**src/rtl/core/spnc_pkg.sv**
```systemverilog
// ----------------------------------------------------------------------------
// spnc_pkg
// shared types, character constants and the segment check for the path checker
// ----------------------------------------------------------------------------
package spnc_pkg;

  // one input word as held in the input register
  typedef struct packed {
    logic [7:0] ch;
    logic       first_char;
    logic       last_char;
    logic       has_char;
    logic       absolute;
  } item_t;

  // classification of one character
  typedef struct packed {
    logic       is_sep;
    logic       is_letter;
    logic       is_colon;
    logic       is_dot;
    logic       is_dot_or_space;
    logic       forbidden;
    logic [6:0] upper;
  } char_class_t;

  // per-segment state
  typedef struct packed {
    logic            started;
    logic [2:0]      base_len;
    logic            base_ended;
    logic [3:0][6:0] letters;
    logic            tail_dot_or_space;
  } seg_t;

  // drive prefix positions
  localparam logic [1:0] PFX_LETTER = 2'd0;
  localparam logic [1:0] PFX_COLON  = 2'd1;
  localparam logic [1:0] PFX_SEP    = 2'd2;
  localparam logic [1:0] PFX_DONE   = 2'd3;

  localparam logic [7:0] CH_MIN       = 8'd32;
  localparam logic [7:0] CH_MAX       = 8'd126;
  localparam logic [7:0] CH_SPACE     = 8'h20;
  localparam logic [7:0] CH_QUOTE     = 8'h22;
  localparam logic [7:0] CH_STAR      = 8'h2a;
  localparam logic [7:0] CH_DOT       = 8'h2e;
  localparam logic [7:0] CH_SLASH     = 8'h2f;
  localparam logic [7:0] CH_COLON     = 8'h3a;
  localparam logic [7:0] CH_LT        = 8'h3c;
  localparam logic [7:0] CH_GT        = 8'h3e;
  localparam logic [7:0] CH_QUESTION  = 8'h3f;
  localparam logic [7:0] CH_BACKSLASH = 8'h5c;
  localparam logic [7:0] CH_BAR       = 8'h7c;
  localparam logic [7:0] CH_UP_A      = 8'h41;
  localparam logic [7:0] CH_UP_Z      = 8'h5a;
  localparam logic [7:0] CH_LO_A      = 8'h61;
  localparam logic [7:0] CH_LO_Z      = 8'h7a;
  localparam logic [6:0] CASE_OFFSET  = 7'h20;
  localparam logic [6:0] DIGIT_ONE    = 7'h31;
  localparam logic [6:0] DIGIT_NINE   = 7'h39;

  localparam logic [2:0] BASE_SAT = 3'd5;

  // reserved device names, upper case, first letter in the top bits
  localparam logic [20:0] NAME_CON = {7'h43, 7'h4f, 7'h4e};
  localparam logic [20:0] NAME_PRN = {7'h50, 7'h52, 7'h4e};
  localparam logic [20:0] NAME_AUX = {7'h41, 7'h55, 7'h58};
  localparam logic [20:0] NAME_NUL = {7'h4e, 7'h55, 7'h4c};
  localparam logic [20:0] NAME_COM = {7'h43, 7'h4f, 7'h4d};
  localparam logic [20:0] NAME_LPT = {7'h4c, 7'h50, 7'h54};

  localparam seg_t SEG_CLEAR = '0;

  function automatic logic seg_bad(input seg_t s);
    logic [20:0] head;
    logic        bad;
    head = {s.letters[0], s.letters[1], s.letters[2]};
    bad  = !s.started || s.tail_dot_or_space;
    if (s.base_len == 3'd3 &&
        (head == NAME_CON || head == NAME_PRN || head == NAME_AUX || head == NAME_NUL)) begin
      bad = 1'b1;
    end
    if (s.base_len == 3'd4 && s.letters[3] >= DIGIT_ONE && s.letters[3] <= DIGIT_NINE &&
        (head == NAME_COM || head == NAME_LPT)) begin
      bad = 1'b1;
    end
    return bad;
  endfunction

endpackage

```
**src/rtl/core/safe_path_name_checker_core.sv**
```systemverilog
// ----------------------------------------------------------------------------
// safe_path_name_checker_core
// streaming safe path name check; while in_stall is low, one character word per cycle
// ----------------------------------------------------------------------------
// Input channel: in_valid / in_stall carry one character word with in_ch,
// in_first_char, in_last_char, in_has_char and in_absolute. A path is a run
// of words from a first mark to a last mark; in_absolute is sampled on the
// first word and then demands a drive prefix. A word without a character
// (in_has_char low) leaves the state alone unless it carries a first mark.
// Output channel: out_valid / out_stall carry out_path_safe, one word per
// path, produced by the word that carries the last mark.
// Throughput is one word per cycle while in_stall is low. An accepted last
// word reaches out_valid through the input register, then the result
// register, with the per-character state update between them.
// While out_stall holds a pending result, words that make no result keep
// flowing; a last word waits in the input register and in_stall rises only
// then. Synchronous reset (rst_n low) empties both registers and clears the
// path state; the block is ready in the first cycle after reset.
// ----------------------------------------------------------------------------
module safe_path_name_checker_core #(
  parameter int MAX_RELATIVE_LENGTH = 240
) (
  input  logic       clk,
  input  logic       rst_n,
  input  logic       in_valid,
  output logic       in_stall,
  input  logic [7:0] in_ch,
  input  logic       in_first_char,
  input  logic       in_last_char,
  input  logic       in_has_char,
  input  logic       in_absolute,
  output logic       out_valid,
  input  logic       out_stall,
  output logic       out_path_safe
);

  logic                  s1_valid_r, s1_valid_nxt;
  spnc_pkg::item_t       s1_item_r;
  logic                  out_valid_r, out_valid_nxt;
  logic                  out_safe_r;
  logic                  out_free;
  logic                  advance;
  logic                  in_take;
  logic                  safe_nxt;
  spnc_pkg::char_class_t cls;

  assign out_free = !out_valid_r || !out_stall;
  assign advance  = s1_valid_r && (!s1_item_r.last_char || out_free);
  assign in_stall = s1_valid_r && !advance;
  assign in_take  = in_valid && !in_stall;

  assign s1_valid_nxt  = in_take || (s1_valid_r && !advance);
  assign out_valid_nxt = (advance && s1_item_r.last_char) || (out_valid_r && out_stall);

  spnc_char_class u_class (
    .ch  (s1_item_r.ch),
    .cls (cls)
  );

  spnc_path_state #(
    .MAX_RELATIVE_LENGTH (MAX_RELATIVE_LENGTH)
  ) u_state (
    .clk       (clk),
    .rst_n     (rst_n),
    .en        (advance),
    .item      (s1_item_r),
    .cls       (cls),
    .path_safe (safe_nxt)
  );

  always_ff @(posedge clk) begin
    if (!rst_n) begin
      s1_valid_r  <= 1'b0;
      out_valid_r <= 1'b0;
    end else begin
      s1_valid_r  <= s1_valid_nxt;
      out_valid_r <= out_valid_nxt;
    end
  end

  always_ff @(posedge clk) begin
    if (in_take) begin
      s1_item_r <= '{ch: in_ch, first_char: in_first_char, last_char: in_last_char,
                     has_char: in_has_char, absolute: in_absolute};
    end
    if (advance && s1_item_r.last_char) begin
      out_safe_r <= safe_nxt;
    end
  end

  assign out_valid     = out_valid_r;
  assign out_path_safe = out_safe_r;

  // stall only ever holds back a last word blocked by a pending result
  a_stall_cause: assert property (@(posedge clk) disable iff (!rst_n)
    in_stall |-> (s1_valid_r && s1_item_r.last_char && out_valid_r && out_stall))
    else $error("input stalled without a blocked result");

  // a last word that moves on always lands in the result register
  a_last_lands: assert property (@(posedge clk) disable iff (!rst_n)
    (advance && s1_item_r.last_char) |=> out_valid_r)
    else $error("last word advanced without a result");

  // a word that makes no result never raises out_valid on its own
  a_no_spurious: assert property (@(posedge clk) disable iff (!rst_n)
    (!out_valid_r && !(advance && s1_item_r.last_char)) |=> !out_valid_r)
    else $error("result appeared without a last word");

endmodule

```
**src/rtl/core/spnc_char_class.sv**
```systemverilog
// ----------------------------------------------------------------------------
// spnc_char_class
// classifies one path character: separators, prefix characters, illegal codes
// ----------------------------------------------------------------------------
module spnc_char_class (
  input  logic [7:0]           ch,
  output spnc_pkg::char_class_t cls
);

  logic [6:0] low7;

  assign low7 = ch[6:0];

  always_comb begin
    cls.is_sep          = (ch == spnc_pkg::CH_SLASH) || (ch == spnc_pkg::CH_BACKSLASH);
    cls.is_letter       = (ch >= spnc_pkg::CH_UP_A && ch <= spnc_pkg::CH_UP_Z) ||
                          (ch >= spnc_pkg::CH_LO_A && ch <= spnc_pkg::CH_LO_Z);
    cls.is_colon        = (ch == spnc_pkg::CH_COLON);
    cls.is_dot          = (ch == spnc_pkg::CH_DOT);
    cls.is_dot_or_space = (ch == spnc_pkg::CH_DOT) || (ch == spnc_pkg::CH_SPACE);
    cls.forbidden       = (ch < spnc_pkg::CH_MIN) || (ch > spnc_pkg::CH_MAX) ||
                          (ch == spnc_pkg::CH_COLON) || (ch == spnc_pkg::CH_STAR) ||
                          (ch == spnc_pkg::CH_QUESTION) || (ch == spnc_pkg::CH_QUOTE) ||
                          (ch == spnc_pkg::CH_LT) || (ch == spnc_pkg::CH_GT) ||
                          (ch == spnc_pkg::CH_BAR);
    // fold to upper case on the low seven bits
    if (low7 >= spnc_pkg::CH_LO_A[6:0] && low7 <= spnc_pkg::CH_LO_Z[6:0]) begin
      cls.upper = low7 - spnc_pkg::CASE_OFFSET;
    end else begin
      cls.upper = low7;
    end
  end

endmodule

```
**src/rtl/core/spnc_path_state.sv**
```systemverilog
// ----------------------------------------------------------------------------
// spnc_path_state
// per-path state registers, next-state logic and the pass/fail verdict
// ----------------------------------------------------------------------------
module spnc_path_state #(
  parameter int MAX_RELATIVE_LENGTH = 240
) (
  input  logic                  clk,
  input  logic                  rst_n,
  input  logic                  en,
  input  spnc_pkg::item_t       item,
  input  spnc_pkg::char_class_t cls,
  output logic                  path_safe
);

  localparam int          LEN_W   = $clog2(MAX_RELATIVE_LENGTH + 2);
  localparam logic [LEN_W-1:0] LEN_MAX = LEN_W'(MAX_RELATIVE_LENGTH);
  localparam logic [LEN_W-1:0] LEN_ONE = LEN_W'(1);

  logic             abs_r, abs_nxt;
  logic [1:0]       pfx_r, pfx_nxt;
  logic [LEN_W-1:0] len_r, len_nxt;
  logic             failed_r, failed_nxt;
  spnc_pkg::seg_t   seg_r, seg_nxt;

  // state as seen after an optional restart on the first mark
  logic             abs_cur;
  logic [1:0]       pfx_cur;
  logic [LEN_W-1:0] len_cur;
  logic             failed_cur;
  spnc_pkg::seg_t   seg_cur;

  always_comb begin
    if (item.first_char) begin
      abs_cur    = item.absolute;
      pfx_cur    = spnc_pkg::PFX_LETTER;
      len_cur    = '0;
      failed_cur = 1'b0;
      seg_cur    = spnc_pkg::SEG_CLEAR;
    end else begin
      abs_cur    = abs_r;
      pfx_cur    = pfx_r;
      len_cur    = len_r;
      failed_cur = failed_r;
      seg_cur    = seg_r;
    end
  end

  always_comb begin
    abs_nxt    = abs_cur;
    pfx_nxt    = pfx_cur;
    len_nxt    = len_cur;
    failed_nxt = failed_cur;
    seg_nxt    = seg_cur;
    if (item.has_char) begin
      if (abs_cur && pfx_cur != spnc_pkg::PFX_DONE) begin
        case (pfx_cur)
          spnc_pkg::PFX_LETTER: failed_nxt = failed_cur | !cls.is_letter;
          spnc_pkg::PFX_COLON:  failed_nxt = failed_cur | !cls.is_colon;
          default:              failed_nxt = failed_cur | !cls.is_sep;
        endcase
        pfx_nxt = pfx_cur + 2'd1;
      end else begin
        // saturates one past the limit
        if (len_cur <= LEN_MAX) begin
          len_nxt = len_cur + LEN_ONE;
        end
        if (cls.is_sep) begin
          failed_nxt = failed_cur | spnc_pkg::seg_bad(seg_cur);
          seg_nxt    = spnc_pkg::SEG_CLEAR;
        end else begin
          failed_nxt                = failed_cur | cls.forbidden;
          seg_nxt.started           = 1'b1;
          seg_nxt.tail_dot_or_space = cls.is_dot_or_space;
          if (!seg_cur.base_ended) begin
            if (cls.is_dot) begin
              seg_nxt.base_ended = 1'b1;
            end else if (seg_cur.base_len < spnc_pkg::BASE_SAT) begin
              if (seg_cur.base_len < 3'd4) begin
                seg_nxt.letters[seg_cur.base_len[1:0]] = cls.upper;
              end
              seg_nxt.base_len = seg_cur.base_len + 3'd1;
            end
          end
        end
      end
    end
  end

  always_comb begin
    path_safe = !failed_nxt &&
                !(abs_nxt && pfx_nxt != spnc_pkg::PFX_DONE) &&
                (len_nxt != '0) && (len_nxt <= LEN_MAX) &&
                !spnc_pkg::seg_bad(seg_nxt);
  end

  always_ff @(posedge clk) begin
    if (!rst_n) begin
      abs_r    <= 1'b0;
      pfx_r    <= spnc_pkg::PFX_LETTER;
      len_r    <= '0;
      failed_r <= 1'b0;
      seg_r    <= spnc_pkg::SEG_CLEAR;
    end else if (en) begin
      abs_r    <= abs_nxt;
      pfx_r    <= pfx_nxt;
      len_r    <= len_nxt;
      failed_r <= failed_nxt;
      seg_r    <= seg_nxt;
    end
  end

  // a failure sticks until the next path starts
  a_failed_sticky: assert property (@(posedge clk) disable iff (!rst_n)
    (en && !item.first_char && failed_r) |=> failed_r)
    else $error("failed flag cleared inside a path");

  // the length never passes its saturation value
  a_len_bound: assert property (@(posedge clk) disable iff (!rst_n)
    len_r <= LEN_MAX + LEN_ONE)
    else $error("relative length past saturation");

  // a relative path never moves through the drive prefix
  a_pfx_rel: assert property (@(posedge clk) disable iff (!rst_n)
    !abs_r |-> (pfx_r == spnc_pkg::PFX_LETTER))
    else $error("prefix position moved on a relative path");

endmodule

```
**config.mk**
```make
export PLATFORM = sky130hd
export DESIGN_NAME = safe_path_name_checker_core
export DESIGN_NICKNAME = d
export VERILOG_FILES = /design/src/rtl/core/spnc_pkg.sv /design/src/rtl/core/safe_path_name_checker_core.sv /design/src/rtl/core/spnc_char_class.sv /design/src/rtl/core/spnc_path_state.sv
export SDC_FILE = /design/constraint.sdc
export NUM_CORES = 1
export LEC_CHECK = 0
export BUFFER_PORTS_ARGS = -buffer_cell sky130_fd_sc_hd__buf_4
export CAP_MARGIN = 0
export CELL_PAD_IN_SITES_DETAIL_PLACEMENT = 1
export CELL_PAD_IN_SITES_GLOBAL_PLACEMENT = 1
export CORE_UTILIZATION = 48
export DETAILED_ROUTE_END_ITERATION = 8
export HOLD_SLACK_MARGIN = 0.1
export MAX_ROUTING_LAYER = met4
export PLACE_DENSITY = 0.86
export SYNTH_ARGS = -nofsm -noshare
export SYNTH_HDL_FRONTEND = slang
export SYNTH_HIERARCHICAL = 1
export SYNTH_SLANG_ARGS = --single-unit
```
**constraint.sdc**
```tcl
create_clock -name clk -period 4.4 [get_ports clk]
set_clock_uncertainty 0.05 [all_clocks]
set_input_delay 0.44 -clock clk [delete_from_list [all_inputs] [get_ports clk]]
set_output_delay 0.44 -clock clk [all_outputs]
set_load 0.005 [all_outputs]
```
# Word level (Yosys, flattened, before mapping)
# Index checks and enable logic that the tools add are counted.
# totals
out_inout_bits,3
word_cells,175
regBits,61
# classes
order_cmp,18
n_mux,35
eq_ne,30
reduce_logical,63
n_bitwise,5
add_sub_neg,4
# ops
cell,n
$eq 21x21->1 const B,12
$mux 34,4
$mux 28,3
$eq 8x6->1 const B,9
$mux 32,1
$mux 8,4
$bwmux 28,1
$logic_or 1x1->1,25
$logic_and 1x1->1,23
$eq 8x7->1 const B,2
$ge 8x7->1 const B,2
$le 8x7->1 const B,2
$le 8x8->1 const B,2
$demux 7 s2,1
$ge 7x6->1 const B,2
$le 7x6->1 const B,2
$mux 7,2
$logic_not 1->1,13
$mux 1,13
$add 8x1->8 const B,1
$gt 8x7->1 const B,1
$lt 8x6->1 const B,1
$reduce_bool 8->1,1
$ge 7x7->1 const B,1
other kinds (16),27

# Logic depth before layout (Yosys ltp)
# Gate-level depths: netlist of run 1.
# depth
word_depth,22
ltp_mapped,14
ltp_nobuf,13

# Cells and area by module
# The synthesis of run 1 kept the hierarchy.
# modules_own_cells
mod,area_per_inst_um2,n_inst,seq_area_each_um2,cells_per_inst
spnc_path_state,3614.7,1,920.9,452
safe_path_name_checker_core,485.5,1,430.4,24
spnc_char_class,309.0,1,0.0,47

# Least setup slack after synthesis of run 1
# Ideal clock, no wire load.
# synth_path
path_kind,register to register
from,reg s1_item_r[3] (netlist bit)
to,"reg out_safe_r, in the netlist out_path_safe (data pin)"
path_stages_with_launch,14
synth_period_minus_slack_ns,3.412
arrival_time_ns,3.100
path_slack_ns,0.988
required_time_ns,4.088
path_cell_list,edfxtp_1 -> buf_2 -> buf_2 -> buf_2 -> nor2b_1 -> ha_1 -> inv_1 -> a21bo_4 -> a21oi_1 -> mux2_2 -> or4_1 -> and4_4 -> o21ai_2 -> nor3_1
# synth_between
elab_chain_cells,22
elab_cells_between_ends,102
# synth_rtl
element,line_no,source
from (decl),safe_path_name_checker_core.sv:38,spnc_pkg::item_t s1_item_r;
from (signal assigned),safe_path_name_checker_core.sv:83,"s1_item_r <= '{ch: in_ch, first_char: in_first_char, last_char: in_last_char,"
"parallel branches: the longest is 21 deep, another holds $lt 2x3->1",-,
$logic_and 1x1->1 *,spnc_path_state.sv:93,(len_nxt != '0) && (len_nxt <= LEN_MAX) &&
via safe_nxt,safe_path_name_checker_core.sv:44,logic safe_nxt;
to (signal assigned),safe_path_name_checker_core.sv:87,out_safe_r <= safe_nxt;
to (decl),safe_path_name_checker_core.sv:40,logic out_safe_r;
# Mark *: on every way through the listed nets, which the timed path passes. The select of a mux whose other input is x is not followed.
# A chain may end at the register's enable or synchronous reset.

==> reports/summary.json, run 1 <==
{
  "sequentialPowerShare_pct": 44.4,
  "synth.net_count": 547,
  "clk_pin_slew_worst_paths_ns": 0.07,
  "seq_area_frac_synth_pct": 30.6,
  "cts_hold_buffers": 0,
  "startpoint_of_the_worst_setup_timing_path": "s1_item_r[5]",
  "comb_power_share_pct": 14.3,
  "antenna_cells": 0,
  "post-route-min-period_ns": 4.02,
  "ys_seq_elements": 61,
  "power_switching_share_pct": 27.6,
  "fraction_of_the_mapped_netlist_area_in_adder_cells_pct": 2.27,
  "post_cts.resized_instances": 0,
  "grt_start_max_net_pins": 59,
  "hold_viol": 0,
  "arr_time_crit_path_ns": 4.06,
  "crit_chain": "or4_4 > or3_1 > a21oi_2 > mux2_1 > nor2b_1 > nor4b_1 > a2bb2oi_1 > nand4_1 > nor4_1 > o2111a_1 > nor3_1",
  "rsz0062_at_grt": "false",
  "nets": 551,
  "max_freq_ghz": 0.249,
  "post_synth_edffs": 13,
  "status": "finished, violations left",
  "global_route_wire_length_before_repair_um": 24000,
  "power_frac_clock_pct": 41.3,
  "layout_worst_path_cycle_share_pct": 91.3,
  "number_of_global_route_vias_before_repair": 4454,
  "simple_gate_portion_of_the_synthesized_area_pct": 31.9,
  "min-delay-path-class": "in2reg",
  "htree_num_levels": 3,
  "detail_route.drc_violations": 1,
  "final_design_area_no_fill_sq_mm": 0.00483,
  "power.switching_mw": 0.385,
  "detailed_route_via_count": 4486,
  "first_pass_iters": 8,
  "setup-violations-final": 0,
  "detail_route.vias_per_cell": 7.01,
  "syn2layout_area_growth_pct": 9.59,
  "synthArstFlopShare_pct": 0,
  "worstSetupStartpointType": "flop",
  "synth_ff_type": "dfxtp_1",
  "post_synth_xor_area_fraction_pct": 0.397,
  "synth_compound_gate_area_share_pct": 26.8,
  "timing.final.ws_setup_ns": 0.382,
  "slew_viol_final": 0,
  "cts_buffers": 9,
  "rows": 34,
  "route.final.wire_length_um": 15200,
  "synth_warnings": 6,
  "tightest_slew_ns": 1.28,
  "maxCapViolations": 0,
  "largest_family_of_logic_cells_by_synthesized_area": "simple AND/OR/NAND/NOR gates",
  "internal_power_mw": 1.01,
  "global_route.usage.total_pct": 33.2,
  "dpl.cell_count": 624,
  "placed_area_sq_mm": 0.00460,
  "failed_checks": "design-rule violations",
  "clock_tree.root_cell": "clkbuf_8",
  "maxSlewHeadroom_pct": 12.8,
  "synth_cell_type_count": 80,
  "io-pin-count": 19,
  "syn-instance-count": 523,
  "hold_start": "in_ch[4]",
  "clock_insertion_delay_worst_skew_ns": 0.35,
  "drive_gt1_share_pct": 13.5,
  "post_drt_wl_per_cell_um": 23.8,
  "n_fill_cell": 1064,
  "dp_hpwl_um": 10700,
  "avg_synthesized_cell_area_sq_um": 8.43,
  "rr_startpoint": "s1_item_r[5]",
  "dieHeight_um": 97.8,
  "power.density_cell_area_mw_per_mm2": 289,
  "number_of_antenna_violations_at_the_first_check_in_global_routing": 0,
  "die_area_sq_mm": 0.00957,
  "crit_type": "reg2reg",
  "power_leakage_nw": 1.71,
  "yosys-mux-area-fraction_pct": 2.21,
  "synth.cell_area_sq_mm": 0.00441,
  "cts.sinks": 61,
  "cp_slowest_stage_delay_ns": 0.61,
  "vdd_ir_drop_max_uv": 139,
  "clock_tree.buffer_depth": 2,
  "global_route.overflow_total": 0,
  "io_buffer_count": 18,
  "cp_top_family": "simple AND/OR/NAND/NOR gates",
  "holdWs_ns": 0.218,
  "critical-path-slowest-cell": "edfxtp_1",
  "antenna_left": 0,
  "place_worst_setup_slack_ns": 0.531,
  "initial_utilization_pct": 50.1,
  "cts_tree": "done",
  "initialDrtViolationCount": 435,
  "total_negative_slack_ns": 0,
  "die_w_um": 97.8,
  "core_area_sq_mm": 0.00881,
  "postCtsSetupRepairBufs": 0,
  "timing.critical_path.required_ns": 4.44,
  "layoutNonFillerInstCount": 640,
  "end_kind": "flop",
  "gp_congestion": 0.977,
  "timing.critical_path.buf_inv": 0,
  "path_max_fanout": 15
}
[cell families after synthesis]
family                   Yosys count
multiplexers                       9
flip-flops                        61
buffers and inverters             56
XOR/XNOR                           2
adder cells (fa/ha/maj)            8
AND/OR/NAND/NOR                  234
AO/OA/AOI/OAI                    153
[area by class of cell]
type	count	area (sq um)	area share [%]
clock buffers	14	195	4.04
clock inverters	2	35.0	0.725
inverters	19	71.3	1.48
multi-input cells	406	2820	58.3
flip-flops and latches	61	1350	28.0
well taps	108	135	2.80
repair buffers	30	225	4.66
[cell usage after synthesis, types with 9 or more instances]
library cell   n  share of area (%)
a32oi_1       21                4.2
nor2_1        25                2.1
and2_1         9                1.3
nor4_1        12                1.7
edfxtp_1      13                8.9
inv_1         19                1.6
dfxtp_1       48                 22
nand2_1       32                2.7
nand3_1       16                1.8
o211a_1       12                2.7
a31oi_1       10                1.4
nor3_1        15                1.7
a21oi_1       20                2.3
a22oi_1       11                1.9
clkbuf_1      19                1.6
nand2b_1      11                1.6
o21ai_0       19                2.2
nor2b_1       38                5.4
[power by group through the flow]
stage,Combinational (mW),Sequential [mW],Clock [mW]
floorplan,0.140,0.615,0
global placement,0.186,0.629,0
detailed placement,0.192,0.630,0
CTS,0.195,0.618,0.587
global route,0.213,0.621,0.607
finish,0.199,0.619,0.576
[worst paths after layout]
check	cells past startpoint	slack (ns)	endpoint
min	1	0.22	s1_item_r[8]
max reg2reg	11	0.38	out_path_safe
max	11	0.38	out_path_safe
min reg2reg	2	0.45	u_state/seg_r[20]
[stage by stage]
| step | total power [mW] | util (%) |
|---|---|---|
| 4_1_cts | 1.40 | 54.9 |
| 5_1_grt | 1.44 | 54.9 |
| 2_1_floorplan | 0.755 | - |
| 3_5_place_dp | 0.822 | 52.3 |
| 6_report | 1.39 | 54.9 |
| 3_3_place_gp | 0.816 | 52.3 |
[per-layer routing]
| layer | share of wire (%) | up-vias | wire, um | track usage, % |
|---|---|---|---|---|
| li1 | - | 2020 | - | - |
| met1 | 41 | 2182 | 6280 | 41.1 |
| met2 | 47 | 225 | 7180 | 53.0 |
| met3 | 7.6 | 59 | 1160 | 6.23 |
| met4 | 3.8 | 0 | 578 | 14.0 |
| met5 | 0 | - | 0 | - |
[state kept, by name, summed over array words and instances, names as in the netlist]
register	count
u_state/failed_r	1
u_state/abs_r	1
u_state/pfx_r	2
s1_item_r	12
u_state/len_r	8
s1_valid_r	1
out_valid	1
out_path_safe	1
u_state/seg_r	34
[worst reg2reg max path: cells and delay by family, from the launching register on]
family           cells  cell delay (ns)
AND/OR/NAND/NOR      7             2.10
multiplexers         1             0.34
AO/OA/AOI/OAI        3             0.65
flip-flops           1             0.61
[placed cells by master (no fill, tap or decap), types with 6 or more instances in the layout]
| cell | Yosys | layout |
|---|---|---|
| or4_1 | 8 | 8 |
| edfxtp_1 | 13 | 13 |
| or3_1 | 7 | 7 |
| nand3_1 | 16 | 16 |
| nor2b_1 | 38 | 38 |
| dfxtp_1 | 48 | 48 |
| nor3_1 | 15 | 15 |
| nand4b_1 | 7 | 7 |
| a22oi_1 | 11 | 11 |
| inv_1 | 19 | 19 |
| and2_1 | 9 | 9 |
| a21boi_0 | 6 | 6 |
| mux2i_1 | 6 | 6 |
| nand4_1 | 6 | 6 |
| buf_4 | 7 | 30 |
| ha_1 | 8 | 8 |
| nor2_1 | 25 | 25 |
| a31oi_1 | 10 | 9 |
| o21ai_0 | 19 | 19 |
| nor4_1 | 12 | 12 |
| nand2b_1 | 11 | 11 |
| nand3b_1 | 7 | 7 |
| nand2_1 | 32 | 32 |
| o211a_1 | 12 | 12 |
| a32oi_1 | 21 | 21 |
| clkbuf_8 | 0 | 10 |
| a21oi_1 | 20 | 20 |
Note: power is estimated with default switching activity, not from simulation.
==> run 2, diff against run 1 <==
--- a/config.mk
+++ b/config.mk
@@ -9,11 +9,11 @@
 export CAP_MARGIN = 0
 export CELL_PAD_IN_SITES_DETAIL_PLACEMENT = 1
 export CELL_PAD_IN_SITES_GLOBAL_PLACEMENT = 1
-export CORE_UTILIZATION = 48
+export CORE_UTILIZATION = 43
 export DETAILED_ROUTE_END_ITERATION = 8
 export HOLD_SLACK_MARGIN = 0.1
 export MAX_ROUTING_LAYER = met4
-export PLACE_DENSITY = 0.86
+export PLACE_DENSITY = 0.82
 export SYNTH_ARGS = -nofsm -noshare
 export SYNTH_HDL_FRONTEND = slang
 export SYNTH_HIERARCHICAL = 1
==> constraint.sdc (replaced) <==
create_clock -name clk -period 3.5 [get_ports clk]
set_clock_uncertainty 0.05 [all_clocks]
set_input_delay 0.35 -clock clk [delete_from_list [all_inputs] [get_ports clk]]
set_output_delay 0.35 -clock clk [all_outputs]
set_load 0.005 [all_outputs]
==> reports/summary.json, run 2 (same netlist as run 1, synthesis figures left out) <==
{
  "vdd_ir_drop_max": {"value": 194, "unit": "uV", "change": "was 139 uV"},
  "n_fill_cell": {"value": 1165, "change": "was 1064"},
  "clock_tree.buffer_depth": {"value": 2, "change": "unchanged"},
  "core_area": {"value": 0.00986, "unit": "sq mm", "change": "was 0.00881 sq mm"},
  "post-route-min-period": {"value": 3.55, "unit": "ns", "change": "was 4.02 ns"},
  "detail_route.vias_per_cell": {"value": 6.65, "change": "was 7.01"},
  "antenna_left": {"value": 0, "change": "unchanged"},
  "final_util": {"value": 54.5, "unit": "%", "change": "was 54.9%"},
  "cp_slowest_stage_delay": {"value": 0.61, "unit": "ns", "change": "about the same"},
  "grt_start_max_net_pins": {"value": 51, "change": "was 59"},
  "crit_type": {"value": "reg2reg", "change": "unchanged"},
  "max_reg_flops": {"value": 34, "change": "unchanged"},
  "dp_hpwl": {"value": 11100, "unit": "um", "change": "was 10700 um"},
  "htree_num_levels": {"value": 3, "change": "unchanged"},
  "power.density_cell_area": {"value": 305, "unit": "mW/mm^2", "change": "was 289 mW/mm^2"},
  "antenna_cells": {"value": 0, "change": "unchanged"},
  "critical-path-slowest-cell": {"value": "or4_4", "change": "was edfxtp_1"},
  "register_with_the_most_flip_flops": {"value": "u_state/seg_r", "change": "unchanged"},
  "min_to": {"value": "s1_valid_r", "change": "was s1_item_r[8]"},
  "cts_buffers": {"value": 9, "change": "unchanged"},
  "biggestRegsByFlops": {"value": "u_state/seg_r x34, s1_item_r x12, u_state/len_r x8", "change": "unchanged"},
  "worstSetupStartpointType": {"value": "flop", "change": "unchanged"},
  "gp_congestion": {"value": 0.961, "change": "was 0.977"},
  "mostFrequentLayoutCell": {"value": "buf_4", "change": "was dfxtp_1"},
  "r2r_setup_slack": {"value": -0.05, "unit": "ns", "change": "was 0.38 ns"},
  "detailed_route_via_count": {"value": 4772, "change": "was 4486"},
  "initialDrtViolationCount": {"value": 346, "change": "was 435"},
  "cells_on_worst_reg2reg_path": {"value": 12, "change": "was 11"},
  "timing.critical_path.buf_inv": {"value": 2, "change": "was 0"},
  "die_area": {"value": 0.0107, "unit": "sq mm", "change": "was 0.00957 sq mm"},
  "detail_route.drc_violations": {"value": 0, "change": "was 1"},
  "highest_count_cells_in_the_layout_ignoring_fill_and_taps": {"value": "buf_4 (68), dfxtp_1 (48), nor2b_1 (37)", "change": "was dfxtp_1 (48), nor2b_1 (38), nand2_1 (32)"},
  "initial_utilization": {"value": 44.7, "unit": "%", "change": "was 50.1%"},
  "min-delay-path-class": {"value": "in2reg", "change": "unchanged"},
  "syn2layout_area_growth": {"value": 21.9, "unit": "%", "change": "was 9.59%"},
  "crit_chain": {"value": "or4_4 > o31ai_4 > buf_6 > nand2b_1 > buf_4 > nor4_2 > a41oi_1 > nand3b_1 > nand4b_1 > o32a_1 > nor4_2 > nor3_1", "change": "was or4_4 > or3_1 > a21oi_2 > mux2_1 > nor2b_1 > nor4b_1 > a2bb2oi_1 > nand4_1 > nor4_1 > o2111a_1 > nor3_1"},
  "timing.critical_path.required": {"value": 3.57, "unit": "ns", "change": "was 4.44 ns"},
  "route.final.wire_length": {"value": 16500, "unit": "um", "change": "was 15200 um"},
  "cts_tree": {"value": "done", "change": "unchanged"},
  "layout_worst_path_cycle_share": {"value": 101, "unit": "%", "change": "was 91.3%"},
  "maxSlewHeadroom": {"value": 10.6, "unit": "%", "change": "was 12.8%"},
  "power_leakage": {"value": 1.96, "unit": "nW", "change": "was 1.71 nW"},
  "dieHeight": {"value": 103, "unit": "um", "change": "was 97.8 um"},
  "cts.sinks": {"value": 61, "change": "unchanged"},
  "setup-violations-final": {"value": 1, "change": "was 0"},
  "io_buffer_count": {"value": 18, "change": "unchanged"},
  "arr_time_crit_path": {"value": 3.61, "unit": "ns", "change": "was 4.06 ns"},
  "failed_checks": {"value": "negative setup slack", "change": "was design-rule violations"},
  "clock_insertion_delay_worst_skew": {"value": 0.38, "unit": "ns", "change": "was 0.35 ns"},
  "timing.hold.worst_path_depth": {"value": 2, "change": "was 1"},
  "hold_start": {"value": "in_valid", "change": "was in_ch[4]"},
  "global_route_wire_length_before_repair": {"value": 25300, "unit": "um", "change": "was 24000 um"},
  "cp_top_family": {"value": "simple AND/OR/NAND/NOR gates", "change": "unchanged"},
  "post_drt_wl_per_cell": {"value": 22.9, "unit": "um", "change": "was 23.8 um"},
  "global_route.overflow_total": {"value": 0, "change": "unchanged"},
  "end_kind": {"value": "flop", "change": "unchanged"},
  "io-pin-count": {"value": 19, "change": "unchanged"},
  "total_negative_slack": {"value": -0.0451, "unit": "ns", "change": "was 0 ns"},
  "max_freq": {"value": 0.282, "unit": "GHz", "change": "was 0.249 GHz"},
  "rsz0062_at_grt": {"value": "true", "change": "was false"},
  "first_pass_iters": {"value": 5, "change": "was 8"},
  "clock_tree.root_cell": {"value": "clkbuf_8", "change": "unchanged"},
  "nets": {"value": 604, "change": "was 551"},
  "hold_viol": {"value": 0, "change": "unchanged"},
  "maxCapViolations": {"value": 0, "change": "unchanged"},
  "drive_gt1_share": {"value": 22.4, "unit": "%", "change": "was 13.5%"},
  "rr_endpoint": {"value": "out_path_safe", "change": "unchanged"},
  "tightest_slew": {"value": 1.34, "unit": "ns", "change": "was 1.28 ns"},
  "slew_viol_final": {"value": 0, "change": "unchanged"},
  "timing.critical_path.mode_cell": "nor4_2",
  "status": {"value": "finished, violations left", "change": "unchanged"},
  "number_of_antenna_violations_at_the_first_check_in_global_routing": {"value": 0, "change": "unchanged"},
  "die_w": {"value": 103, "unit": "um", "change": "was 97.8 um"},
  "global_route.usage.total": {"value": 33.2, "unit": "%", "change": "about the same"},
  "rr_startpoint": {"value": "s1_item_r[9]", "change": "was s1_item_r[5]"},
  "timing.final.ws_setup": {"value": -0.0451, "unit": "ns", "change": "was 0.382 ns"},
  "number_of_global_route_vias_before_repair": {"value": 4794, "change": "was 4454"},
  "clk_pin_slew_worst_paths": {"value": 0.08, "unit": "ns", "change": "was 0.07 ns"},
  "rows": {"value": 36, "change": "was 34"},
  "path_max_fanout": {"value": 5, "change": "was 15"}
}
-- run 2: how the worst max path moves through the flow --
stage                 startpoint            end  slack (ns)  cells past startpoint
finish              s1_item_r[9]  out_path_safe       -0.05                     12
detailed placement  s1_item_r[8]  out_path_safe       -0.01                     12
floorplan           s1_item_r[3]  out_path_safe        0.09                     13
global route        s1_item_r[9]  out_path_safe       -0.15                     12
CTS                 s1_item_r[5]  out_path_safe      0.0006                     12
global placement    s1_item_r[5]  out_path_safe        0.11                     12
-- run 2: metal layers --
metal  GRT usage (%)  up-vias  wire length (um)
li1                -     2130                 -
met3            7.33       51              1060
met5               -        -                 0
met2            54.9      188              7980
met4            17.6        0               748
met1            37.5     2403              6680
-- run 2: through the flow --
step	power, mW	setup WS [ns]	std cells	hold slack (ns)	area, sq um
3_3_place_gp	1.05	0.113	683	0.436	4900
6_report	1.64	-0.0451	718	0.146	5370
5_1_grt	1.69	-0.151	718	0.138	5370
3_5_place_dp	1.06	-0.0134	683	0.439	4900
2_1_floorplan	0.949	0.0882	523	0.399	4410
4_1_cts	1.61	0.000640	711	0.132	5180
-- run 2: final cells by class --
| cell class | instances | area (sq um) | share of cell area, % |
|---|---|---|---|
| well taps | 133 | 166 | 3.10 |
| clock inverters | 6 | 30.0 | 0.559 |
| inverters | 19 | 71.3 | 1.33 |
| clock buffers | 10 | 128 | 2.38 |
| repair buffers | 83 | 673 | 12.5 |
| multi-input cells | 406 | 2950 | 55.0 |
| flip-flops and latches | 61 | 1350 | 25.2 |
-- run 2: what timing repair did --
item / 4_1_cts / 5_1_grt
endpoints found under the setup margin: 1 / 1
resized for setup: 1 / 28
pin swaps: 0 / 2
endpoints found under the hold margin: 12 / 0
setup buffers: 0 / 6
gates cloned: 0 / 1
hold buffers: 12 / 0
-- run 2: where the power goes --
part	internal (mW)	leakage [nW]	total (mW)	switching, mW
combinational	0.132	1.36	0.316	0.184
clock	0.248	0.0809	0.549	0.301
sequential	0.741	0.517	0.773	0.0323
total	1.12	1.96	1.64	0.517
-- run 2: worst reg2reg max path: stages, from the launching register on --
cell      delay, ns
edfxtp_1       0.48
or4_4          0.61
o31ai_4        0.26
buf_6          0.17
nand2b_1       0.18
buf_4          0.16
nor4_2         0.06
a41oi_1        0.24
nand3b_1       0.15
nand4b_1       0.25
o32a_1         0.41
nor4_2         0.18
nor3_1         0.07
==> run 3, diff against run 2 <==
--- a/config.mk
+++ b/config.mk
@@ -5,15 +5,15 @@
 export SDC_FILE = /design/constraint.sdc
 export NUM_CORES = 1
 export LEC_CHECK = 0
-export BUFFER_PORTS_ARGS = -buffer_cell sky130_fd_sc_hd__buf_4
 export CAP_MARGIN = 0
 export CELL_PAD_IN_SITES_DETAIL_PLACEMENT = 1
 export CELL_PAD_IN_SITES_GLOBAL_PLACEMENT = 1
-export CORE_UTILIZATION = 43
+export CORE_UTILIZATION = 49
 export DETAILED_ROUTE_END_ITERATION = 8
+export DONT_BUFFER_PORTS = 1
 export HOLD_SLACK_MARGIN = 0.1
 export MAX_ROUTING_LAYER = met4
-export PLACE_DENSITY = 0.82
+export PLACE_DENSITY = 0.85
 export SYNTH_ARGS = -nofsm -noshare
 export SYNTH_HDL_FRONTEND = slang
 export SYNTH_HIERARCHICAL = 1
==> constraint.sdc (replaced) <==
create_clock -name clk -period 3.7 [get_ports clk]
set_clock_uncertainty 0.05 [all_clocks]
set_input_delay 0.37 -clock clk [delete_from_list [all_inputs] [get_ports clk]]
set_output_delay 0.37 -clock clk [all_outputs]
set_load 0.005 [all_outputs]
==> reports/summary.json, run 3 (same netlist as run 1, synthesis figures left out) <==
{
  "status": {"value": "completed", "change": "was finished, violations left"},
  "max_freq": {"value": 0.278, "unit": "GHz", "change": "was 0.282 GHz"},
  "antenna_left": {"value": 0, "change": "unchanged"},
  "multi_input_area": {"value": 0.00289, "unit": "sq mm", "change": "was 0.00295 sq mm"},
  "syn2layout_area_growth": {"value": 14.2, "unit": "%", "change": "was 21.9%"},
  "detail_route.vias_per_cell": {"value": 6.94, "change": "was 6.65"},
  "final_util": {"value": 57.7, "unit": "%", "change": "was 54.5%"},
  "timing.final.ws_setup": {"value": 0.105, "unit": "ns", "change": "was -0.0451 ns"},
  "tightest_slew": {"value": 1.20, "unit": "ns", "change": "was 1.34 ns"},
  "number_of_antenna_violations_at_the_first_check_in_global_routing": {"value": 1, "change": "was 0"},
  "highest_count_cells_in_the_layout_ignoring_fill_and_taps": {"value": "dfxtp_1 (48), nor2b_1 (38), nand2_1 (32)", "change": "was buf_4 (68), dfxtp_1 (48), nor2b_1 (37)"},
  "layoutNonFillerInstCount": {"value": 657, "change": "was 718"},
  "seq_area": {"value": 0.00135, "unit": "sq mm", "change": "unchanged"},
  "initial_utilization": {"value": 50.6, "unit": "%", "change": "was 44.7%"},
  "io-pin-count": {"value": 19, "change": "unchanged"},
  "clock_tree.buffer_depth": {"value": 2, "change": "unchanged"},
  "die_area": {"value": 0.00938, "unit": "sq mm", "change": "was 0.0107 sq mm"},
  "total_negative_slack": {"value": 0, "unit": "ns", "change": "was -0.0451 ns"},
  "max_reg_flops": {"value": 34, "change": "unchanged"},
  "clock_tree.root_cell": {"value": "clkbuf_8", "change": "unchanged"},
  "register_with_the_most_flip_flops": {"value": "u_state/seg_r", "change": "unchanged"},
  "arr_time_crit_path": {"value": 3.65, "unit": "ns", "change": "was 3.61 ns"},
  "detail_route.drc_violations": {"value": 0, "change": "unchanged"},
  "cts_tree": {"value": "done", "change": "unchanged"},
  "gp_congestion": {"value": 1.00, "change": "was 0.961"},
  "vdd_ir_drop_max": {"value": 162, "unit": "uV", "change": "was 194 uV"},
  "end_kind": {"value": "flop", "change": "unchanged"},
  "n_fill_cell": {"value": 1007, "change": "was 1165"},
  "global_route_wire_length_before_repair": {"value": 25000, "unit": "um", "change": "was 25300 um"},
  "route.final.wire_length": {"value": 15800, "unit": "um", "change": "was 16500 um"},
  "maxCapViolations": {"value": 0, "change": "unchanged"},
  "timing.critical_path.required": {"value": 3.76, "unit": "ns", "change": "was 3.57 ns"},
  "min-delay-path-class": {"value": "in2reg", "change": "unchanged"},
  "global_route.usage.total": {"value": 34.5, "unit": "%", "change": "was 33.2%"},
  "slew_viol_final": {"value": 0, "change": "unchanged"},
  "crit_chain": {"value": "or4_1 > o31ai_1 > buf_4 > nand2b_1 > nor4_1 > a211oi_1 > a21boi_0 > nand4_1 > nor4_1 > o2111a_1 > nor3_1", "change": "was or4_4 > o31ai_4 > buf_6 > nand2b_1 > buf_4 > nor4_2 > a41oi_1 > nand3b_1 > nand4b_1 > o32a_1 > nor4_2 > nor3_1"},
  "setup-violations-final": {"value": 0, "change": "was 1"},
  "path_max_fanout": {"value": 10, "change": "was 5"},
  "critical-path-slowest-cell": {"value": "or4_1", "change": "was or4_4"},
  "layout_worst_path_cycle_share": {"value": 97.2, "unit": "%", "change": "was 101%"},
  "htree_num_levels": {"value": 3, "change": "unchanged"},
  "nets": {"value": 567, "change": "was 604"},
  "cts.sinks": {"value": 61, "change": "unchanged"},
  "dp_hpwl": {"value": 10900, "unit": "um", "change": "was 11100 um"},
  "total_power": {"value": 1.57, "unit": "mW", "change": "was 1.64 mW"},
  "worstSetupStartpointType": {"value": "flop", "change": "unchanged"},
  "post-route-min-period": {"value": 3.60, "unit": "ns", "change": "was 3.55 ns"},
  "hold_viol": {"value": 0, "change": "unchanged"},
  "timing.critical_path.mode_cell": {"value": "nor4_1", "change": "was nor4_2"},
  "detailed_route_via_count": {"value": 4562, "change": "was 4772"},
  "die_w": {"value": 96.9, "unit": "um", "change": "was 103 um"},
  "cp_slowest_stage_delay": {"value": 0.56, "unit": "ns", "change": "was 0.61 ns"},
  "initialDrtViolationCount": {"value": 544, "change": "was 346"},
  "post_drt_wl_per_cell": {"value": 24.0, "unit": "um", "change": "was 22.9 um"},
  "first_pass_iters": {"value": 5, "change": "unchanged"},
  "cts_buffers": {"value": 9, "change": "unchanged"},
  "dieHeight": {"value": 96.9, "unit": "um", "change": "was 103 um"},
  "drive_gt1_share": {"value": 15.5, "unit": "%", "change": "was 22.4%"},
  "clock_insertion_delay_worst_skew": {"value": 0.36, "unit": "ns", "change": "was 0.38 ns"},
  "power.density_cell_area": {"value": 313, "unit": "mW/mm^2", "change": "was 305 mW/mm^2"},
  "grt_start_max_net_pins": {"value": 43, "change": "was 51"},
  "global_route.overflow_total": {"value": 0, "change": "unchanged"},
  "power_leakage": {"value": 1.77, "unit": "nW", "change": "was 1.96 nW"},
  "core_area": {"value": 0.00872, "unit": "sq mm", "change": "was 0.00986 sq mm"},
  "dpl.cell_count": {"value": 621, "change": "was 683"},
  "biggestRegsByFlops": {"value": "u_state/seg_r x34, s1_item_r x12, u_state/len_r x8", "change": "unchanged"},
  "number_of_global_route_vias_before_repair": {"value": 4622, "change": "was 4794"},
  "place_worst_setup_slack": {"value": 0.154, "unit": "ns", "change": "was -0.0134 ns"},
  "mostFrequentLayoutCell": {"value": "dfxtp_1", "change": "was buf_4"},
  "rows": {"value": 34, "change": "was 36"},
  "crit_type": {"value": "reg2reg", "change": "unchanged"},
  "clk_pin_slew_worst_paths": {"value": 0.09, "unit": "ns", "change": "was 0.08 ns"},
  "io_buffer_count": {"value": 0, "change": "was 18"},
  "maxSlewHeadroom": {"value": 19.8, "unit": "%", "change": "was 10.6%"}
}
-- run 3: changes by cell type in the layout (fill, tap and decap cells not counted), moves of 2 or more --
| cell | previous run | this run |
|---|---|---|
| nor4_2 | 5 | 1 |
| dlygate4sd3_1 | 12 | 15 |
| clkinv_2 | 3 | 1 |
| clkinv_1 | 2 | 0 |
| clkbuf_8 | 9 | 12 |
| buf_4 | 68 | 30 |
| nor4_1 | 7 | 11 |
-- run 3: area by class of cell --
class / count / share of cell area, %
Multi-Input combinational cell: 406 / 57.4
Sequential cell: 61 / 26.8
Timing Repair Buffer: 46 / 7.85
Clock buffer: 13 / 3.36
Tap cell: 108 / 2.68
Inverter: 19 / 1.42
Clock inverter: 3 / 0.398
Antenna cell: 1 / 0.0497
-- run 3: through the flow --
| step | hold slack, ns | instance area [sq um] |
|---|---|---|
| 2_1_floorplan | 0.414 | 4410 |
| 4_1_cts | 0.101 | 4930 |
| 3_5_place_dp | 0.419 | 4590 |
| 6_report | 0.122 | 5030 |
| 3_3_place_gp | 0.419 | 4590 |
| 5_1_grt | 0.113 | 5030 |
-- run 3: path summary, 6_finish.rpt --
path / startpoint / endpoint / slack [ns] / cells after the start
min reg2reg: u_state/seg_r[18] / u_state/seg_r[18] / 0.46 / 1
max reg2reg: s1_item_r[5] / out_path_safe / 0.10 / 11
max: s1_item_r[5] / out_path_safe / 0.10 / 11
min: rst_n / u_state/len_r[4] / 0.12 / 1
-- run 3: timing repair --
item,in CTS,in global routing
endpoints found under the setup margin,0,1
hold buffers,15,0
gates resized for setup,0,14
endpoints found under the hold margin,19,0
setup buffers,0,4
-- run 3: worst max-delay path: cells and delay by family (launching register included) --
kind | cells | cell delay [ns]
simple gates | 6 | 1.49
compound gates | 4 | 1.10
buf+inv | 1 | 0.23
flops | 1 | 0.49
-- run 3: power by group --
group | total [mW] | switching [mW] | internal, mW
Sequential | 0.734 | 0.0333 | 0.701
Clock | 0.581 | 0.284 | 0.298
Combinational | 0.259 | 0.153 | 0.106
-- run 3: metal layers --
layer	track usage, %	vias to the layer above	part of all wire, %
met5	-	-	0
met4	17.0	0	3.4
met3	5.27	47	7.1
met2	54.5	233	47
met1	42.9	2233	42
li1	-	2049	-
